$ cat src/sv/assert_macros.svh
// Assertion macros shared by the allocator RTL.
// No dependencies; included by files that carry concurrent assertions.
`ifndef ASSERT_MACROS_SVH
`define ASSERT_MACROS_SVH

// Condition must hold at every clock edge outside reset.
`define ASSERT_ALWAYS(label, clk, rst, cond, msg) \
  label: assert property (@(posedge clk) disable iff (rst) (cond)) else $error(msg);

// Antecedent at one edge implies consequent at the next edge.
`define ASSERT_NEXT(label, clk, rst, ante, cons, msg) \
  label: assert property (@(posedge clk) disable iff (rst) (ante) |=> (cons)) else $error(msg);

`endif

$ cat src/sv/mhba_pkg.sv
// Shared types and constants for the min-heap block allocator.
// No dependencies; imported by every module of the block except mhba_ram.
`timescale 1ns / 1ps
package mhba_pkg;

  localparam int HEAP_ENTRIES = 1024;
  localparam int HEAP_AW      = $clog2(HEAP_ENTRIES);
  localparam int CNT_W        = HEAP_AW + 1;
  localparam int HEADER_BYTES = 24;
  localparam int REGION_MAX   = 65536;
  localparam int TAB_DEPTH    = REGION_MAX / 4;
  localparam int TAB_AW       = $clog2(TAB_DEPTH);
  localparam int KEY_W        = 16;
  localparam int REG_W        = 17;

  localparam logic [1:0] MODE_ALLOC = 2'd0;
  localparam logic [1:0] MODE_FREE  = 2'd1;
  localparam logic [1:0] MODE_INIT  = 2'd2;
  localparam logic [1:0] MODE_NOP   = 2'd3;

  localparam logic [1:0] ST_OK    = 2'd0;
  localparam logic [1:0] ST_NOFIT = 2'd1;
  localparam logic [1:0] ST_FULL  = 2'd2;

  typedef struct packed {
    logic [KEY_W-1:0] key;
    logic [KEY_W-1:0] addr;
  } heap_ent_t;

  typedef enum logic [3:0] {
    S_IDLE, S_DISP, S_ROOT, S_PLAST, S_PCHK, S_PL, S_PR, S_PCMP,
    S_GRANT, S_FIN, S_FKEY, S_PUT, S_UCHK, S_UCMP, S_DONE
  } state_t;

  typedef enum logic [4:0] {
    OP_NONE, OP_CAPTURE, OP_INIT, OP_RD_ROOT, OP_RD_TAB, OP_LD_TAB,
    OP_POP_BEGIN, OP_POP_LAST, OP_RD_L, OP_LD_L, OP_LD_R, OP_WR_LK,
    OP_MOVE_DN, OP_SPLIT, OP_NOSPLIT, OP_FIN, OP_PUT, OP_RD_UP,
    OP_MOVE_UP, OP_EMIT
  } dp_op_t;

  typedef struct packed {
    dp_op_t     op;
    logic       set_st;
    logic [1:0] st;
  } dp_cmd_t;

  typedef struct packed {
    logic [1:0]       mode;
    logic             addr_low;
    logic             region_big;
    logic             empty;
    logic             nofit;
    logic             child_ok;
    logic             right_ok;
    logic             sift_stop;
    logic             split;
    logic             full;
    logic             i_zero;
    logic             up_stop;
    logic [CNT_W-1:0] count;
  } dp_sts_t;

endpackage

$ cat src/sv/mhba_ctrl.sv
// Controller: sequences one operation at a time through the datapath.
// Depends on mhba_pkg; drives mhba_dp by command, reads its status.
`timescale 1ns / 1ps
module mhba_ctrl
  import mhba_pkg::*;
(
  input  logic    clk,
  input  logic    rst,
  input  logic    in_valid,
  output logic    in_ready,
  output logic    out_valid,
  input  logic    out_ready,
  input  dp_sts_t sts,
  output dp_cmd_t cmd
);

  state_t state, state_next;
  logic   out_valid_next;
  state_t after_put;

  always_ff @(posedge clk) begin
    if (rst) begin
      state     <= S_IDLE;
      out_valid <= 1'b0;
    end else begin
      state     <= state_next;
      out_valid <= out_valid_next;
    end
  end

  always_comb begin
    state_next     = state;
    cmd            = '{op: OP_NONE, set_st: 1'b0, st: ST_OK};
    in_ready       = state == S_IDLE;
    out_valid_next = out_valid && !out_ready;
    after_put      = (sts.mode == MODE_ALLOC) ? S_FIN : S_DONE;
    case (state)
      S_IDLE: begin
        if (in_valid) begin
          cmd.op     = OP_CAPTURE;
          state_next = S_DISP;
        end
      end
      S_DISP: begin
        case (sts.mode)
          MODE_ALLOC: begin
            if (sts.empty) begin
              cmd.set_st = 1'b1;
              cmd.st     = ST_NOFIT;
              state_next = S_DONE;
            end else begin
              cmd.op     = OP_RD_ROOT;
              state_next = S_ROOT;
            end
          end
          MODE_FREE: begin
            if (sts.addr_low) begin
              state_next = S_DONE;
            end else begin
              cmd.op     = OP_RD_TAB;
              state_next = S_FKEY;
            end
          end
          MODE_INIT: begin
            cmd.op     = OP_INIT;
            state_next = sts.region_big ? S_PUT : S_DONE;
          end
          default: state_next = S_DONE;
        endcase
      end
      S_ROOT: begin
        if (sts.nofit) begin
          cmd.set_st = 1'b1;
          cmd.st     = ST_NOFIT;
          state_next = S_DONE;
        end else begin
          cmd.op     = OP_POP_BEGIN;
          state_next = S_PLAST;
        end
      end
      S_PLAST: begin
        cmd.op     = OP_POP_LAST;
        state_next = S_PCHK;
      end
      S_PCHK: begin
        if (sts.child_ok) begin
          cmd.op     = OP_RD_L;
          state_next = S_PL;
        end else begin
          cmd.op     = OP_WR_LK;
          state_next = S_GRANT;
        end
      end
      S_PL: begin
        cmd.op     = OP_LD_L;
        state_next = S_PR;
      end
      S_PR: begin
        if (sts.right_ok) begin
          cmd.op = OP_LD_R;
        end
        state_next = S_PCMP;
      end
      S_PCMP: begin
        if (sts.sift_stop) begin
          cmd.op     = OP_WR_LK;
          state_next = S_GRANT;
        end else begin
          cmd.op     = OP_MOVE_DN;
          state_next = S_PCHK;
        end
      end
      S_GRANT: begin
        if (sts.split) begin
          cmd.op     = OP_SPLIT;
          state_next = S_PUT;
        end else begin
          cmd.op     = OP_NOSPLIT;
          state_next = S_FIN;
        end
      end
      S_FIN: begin
        cmd.op     = OP_FIN;
        state_next = S_DONE;
      end
      S_FKEY: begin
        cmd.op     = OP_LD_TAB;
        state_next = S_PUT;
      end
      S_PUT: begin
        if (sts.full) begin
          cmd.set_st = sts.mode == MODE_FREE;
          cmd.st     = ST_FULL;
          state_next = after_put;
        end else begin
          cmd.op     = OP_PUT;
          state_next = S_UCHK;
        end
      end
      S_UCHK: begin
        if (sts.i_zero) begin
          cmd.op     = OP_WR_LK;
          state_next = after_put;
        end else begin
          cmd.op     = OP_RD_UP;
          state_next = S_UCMP;
        end
      end
      S_UCMP: begin
        if (sts.up_stop) begin
          cmd.op     = OP_WR_LK;
          state_next = after_put;
        end else begin
          cmd.op     = OP_MOVE_UP;
          state_next = S_UCHK;
        end
      end
      S_DONE: begin
        if (!out_valid || out_ready) begin
          cmd.op         = OP_EMIT;
          out_valid_next = 1'b1;
          state_next     = S_IDLE;
        end
      end
      default: state_next = S_IDLE;
    endcase
  end

endmodule

$ cat config.mk
export PLATFORM = sky130hd
export DESIGN_NAME = mhba_ctrl
export DESIGN_NICKNAME = d
export VERILOG_FILES = /design/src/sv/assert_macros.svh /design/src/sv/mhba_pkg.sv /design/src/sv/mhba_ctrl.sv
export SDC_FILE = /design/constraint.sdc
export NUM_CORES = 1
export LEC_CHECK = 0
export BUFFER_PORTS_ARGS = -buffer_cell sky130_fd_sc_hd__buf_2
export CORE_MARGIN = 3
export CORE_UTILIZATION = 43
export DETAILED_ROUTE_END_ITERATION = 10
export PLACE_DENSITY = 0.87
export SLEW_MARGIN = 40
export SYNTH_ARGS = -nofsm -noshare
export SYNTH_HDL_FRONTEND = slang
export SYNTH_SLANG_ARGS = --single-unit
export TNS_END_PERCENT = 30
$ cat constraint.sdc
create_clock -name clk -period 1.9 [get_ports clk]
set_input_delay 0.38 -clock clk [delete_from_list [all_inputs] [get_ports clk]]
set_output_delay 0.38 -clock clk [all_outputs]
set_load 0.01 [all_outputs]
# == Yosys cells after proc, flatten, opt, wreduce, memory -nomap -nowiden ==
# Index checks and enable logic that the tools add are counted.
# Widths: inputs -> output; s select.
# word_totals
ff_bits,5
latch_bits,0
mem_bits_rw,0
romBits,0
input_bits,28
output_inout_bits,10
word_cells,63
memories,0
# op_classes
n_addsub,0
multipliers,0
div,0
n_lt_le_gt_ge,0
n_eq_ne,18
shift,0
muxes,36
bitwise_logic,0
n_reduce_logical,7
# op_table
op,n
$pmux 5 s15,1
$pmux 4 s15,1
$mux 3,13
$eq 4x4->1 const B,7
$mux 4,7
$mux 5,4
$pmux 3 s3,2
$eq 4x3->1 const B,4
$pmux 4 s3,1
$eq 4x2->1 const B,2
$mux 2,4
$eq 4x1->1 const B,1
$logic_not 4->1,1
$ne 2x2->1 const B,2
$mux 1,3
$eq 2x1->1 const B,1
$eq 2x2->1 const B,1
$logic_not 1->1,2
$logic_not 2->1,1
$reduce_and 2->1,1
$logic_and 1x1->1,1
$logic_or 1x1->1,1

# == Logic depth before layout (Yosys ltp) ==
# depth
word_depth,4
depth_mapped,8
depth_no_buf,7

# == Worst setup path before layout ==
# No wires, ideal clock.
# synth_timing
path_type,in2out
from,input port sts[22] in the netlist's numbering
to,output port cmd[4] in the netlist's numbering
arrival_ns,1.613
required_time_ns,1.520
setup_slack_ns,-0.093
path_stages,8
n_path_buf,1
path_cell_list,inv_1 ha_1 clkbuf_1 nand2b_1 nor2_1 a21oi_1 nor2_1 or4_1
# synth_lines
element,line,text
from (decl),mhba_ctrl.sv:13,"input dp_sts_t sts,"
to (decl),mhba_ctrl.sv:14,output dp_cmd_t cmd

==> results.md <==
- Crit share post-route: 1.132
- Leak: about 0.71 nW
- CP endpoint kind: primary output
- Int Power: a little under 1 mW
- Hold_buf cts: 0
- Number of max-cap violations: 0
- Post-Place Cells: 215
- EDFF count, synth: 0
- Final #Nets: between 200 and 250
- Storage element area: roughly 120 um2
- Max Slew Vio Count: 0
- DR WL/cell: about 19 um
- Count leader, synth: nor2_1
- CP max stage cell: or4_4
- Final hold viol count: 0
- CTS tree: yes
- Cell taking the most area after synthesis: dfxtp_1
- Ys flop type: dfxtp_1
- RSZ-0062 raised after global routing: yes
- Num CTS Buffers: 3
- Max rail drop VDD: a little under 1 mV
- RR Startpoint: state[3]$_SDFFE_PP0P_
- CP Data Arrival Time: 1770 ps
- Gr ovfl total: 0
- Die area: 0.002763 mm2
- PwrDens: approximately 1200 mW/mm2
- Routed vias: 1459
- Multi-input gate area: between 800 and 900 um2
- Flops & latches, synth: 5
- Crit Path Class: reg -> out
- Synth cell types: 50
- Mean Syn Cell Area: roughly 6.8 um2
- Worst r2r path cells: 13
- Largest net degree at the start of global routing: 13
- Start point of the critical path: state[3]$_SDFFE_PP0P_
- Ratio of cells with drive above 1 in the final layout: 0.4901
- Post-synthesis sequential area ratio: 0.1074
- Crit Path Max Fanout: 4
- Clk root buf: clkbuf_4
- Initial core utilization: 0.4656
- Comb pwr share: 0.812
- 1st-pass router iterations: 5
- Fin util: 0.7719
- Num rows: 16
- Io pins: 38
- Drt total wl: between 4000 and 5000 um
- Worst Hold Class: in -> reg
- Post-detail-place hpwl: around 2700 um
- Run status: finished with violations
- Power share of the sequential group: 0.115
- Clk slew on worst S/H paths: 60 ps
- PortBufs: 26
- Worst setup SP type: flip-flop
- Critical Path Sink: cmd[4]
- Violated checks: negative setup slack
- First-pass GRT wire length: 6168 um
- Fmax: 0.4648 GHz
- Layout Area Growth over Synthesis: 65.77%
- Slew @ Worst Pin: ~370 ps
- Top cells by count, synth: nor2_1 (14), a21oi_1 (12), inv_1 (9), nand2_1 (9), o21ai_0 (8)
- Initial drt markers: around 110
- Worst R2R Setup Slack: -230 ps
- # setup viols final: 6
- Post-synth top area share: 0.1074
- Initial antenna violation count: 0
- Worst EP required: between 1500 and 2000 ps
- Rel. slew slack: 0.7456
- Clk_lat worst skew: 260 ps
- Clock sinks: 5
- Final Skew: between 20 and 25 ps
- Vias in the first global route: around 1400
- H-tree level count: 1
- FILL cells: 138
- Crit-path cells: buf_6 > nand3b_1 > buf_4 > nor2b_2 > a21oi_2 > o21ai_2 > or4_4 > buf_6
- Ys Warns: 0
- Syn Nets: around 170
- Post-route ant nets: 0
- Die span in y: 52.56 um
- Most common cell on crit path: buf_6
- Final worst slack: -251.5 ps
- Async set-reset flop share out of synthesis: 0
- Sw Share: 0.4704
- Mapped Area: 932.1 um2
- Horiz. Die Dim: 52.56 um
- Routability Congestion: about 0.96
- DRC viols: 0
- Core area: about 0.0020 mm2
- Sw Pwr: 853.5 uW
- TNS Setup: -994.9 ps
- Clock Path Buffers: 2
- CP peak stage delay: between 400 and 500 ps
- Via density: around 6.4
- Final non-filler cell total: approximately 230
- Ant. Diodes: 0
- Final min period: between 2000 and 2500 ps
- Share of total power in the clock network: 0.073
- Total Routing Usage GR: 0.2982
- R2r endpoint: state[1]$_SDFFE_PP0P_
- Top cells by area, synth: dfxtp_1 (11%), ha_1 (6.7%), a21oi_1 (6.4%), nor2_1 (5.6%), o21ai_0 (4.3%)
- Cells after Synth: 138
## how the worst min path moves through the flow
stage / cells after the start / endpoint / start
6_report: 2 / state[3]$_SDFFE_PP0P_ / rst
5_1_grt: 2 / state[3]$_SDFFE_PP0P_ / rst
4_1_cts: 2 / state[1]$_SDFFE_PP0P_ / rst
3_3_place_gp: 3 / out_valid$_SDFF_PP0_ / out_valid$_SDFF_PP0_
2_1_floorplan: 1 / out_valid$_SDFF_PP0_ / rst
3_5_place_dp: 2 / out_valid$_SDFF_PP0_ / rst
## power groups by stage
stage               Combinational, mW  Clock (mW)  Sequential [mW]
global route                     1.56       0.145            0.213
detailed placement               1.19           0            0.179
CTS                              1.32       0.127            0.189
floorplan                       0.732           0            0.164
global placement                 1.15           0            0.179
finish                           1.47       0.132            0.208
## cell families (layout without fill, tap and decap cells)
kind of cell / count (synthesis) / count (layout) / share of synthesized area
mux: 1 / 1 / 0.01074
flops: 5 / 5 / 0.1074
buf+inv: 18 / 82 / 0.08724
compound gates: 52 / 52 / 0.3866
simple gates: 57 / 57 / 0.3409
fa+ha+maj: 5 / 5 / 0.06711
## sequential cells by signal, indices dropped and copies added (netlist names)
signal / count
state: 4
out_valid: 1
## per-layer routing
metal  share of wire  vias to the layer above  GRT usage
met5               0                        -          0
met4           0.033                        0     0.1234
li1                -                      644          -
met2            0.48                      124     0.4876
met1            0.38                      668     0.3675
met3            0.11                       23    0.07407
## cell usage in the layout (no fill, tap or decap), drive strengths merged, types with 4 or more instances in the layout
cell type  count
nand3          5
clkbuf         4
nand2          9
a21oi         12
inv            9
buf           69
o21ai          9
dfxtp          5
nand2b         5
a32oi          4
nor2          15
ha             5
nor3           4
## critical path: cells and delay by family, from the launching register on
family                 cells  cell delay, ps
AND/OR/NAND/NOR            3             560
buffers and inverters      3             370
flip-flops                 1             360
AO/OA/AOI/OAI              2             210
## repair_timing
item | 4_1_cts | 5_1_grt
gates resized for setup | 22 | 19
buffers inserted | 10 | 1
endpoints found under the setup margin | 8 | 9
pin swaps | 8 | 8
## layout make-up
type,count,area share
Sequential cell,5,0.07449
Clock buffer,4,0.01700
Timing Repair Buffer,69,0.3215
Multi-Input combinational cell,115,0.5433
Tap cell,27,0.02186
Inverter,9,0.02186
## per-stage QoR
stage	area (um2)	hold slack [ps]	setup slack (ps)	total power, mW
after floorplan	945.9	449.1	61.98	0.8957
after global placement	1300	602.8	-116.3	1.328
after detailed placement	1300	617.4	-165.5	1.370
after CTS	1471	354.2	-179.2	1.638
after global routing	1545	351.5	-278.2	1.918
final	1545	354.6	-251.5	1.814
(Power assumes the default switching activity.)
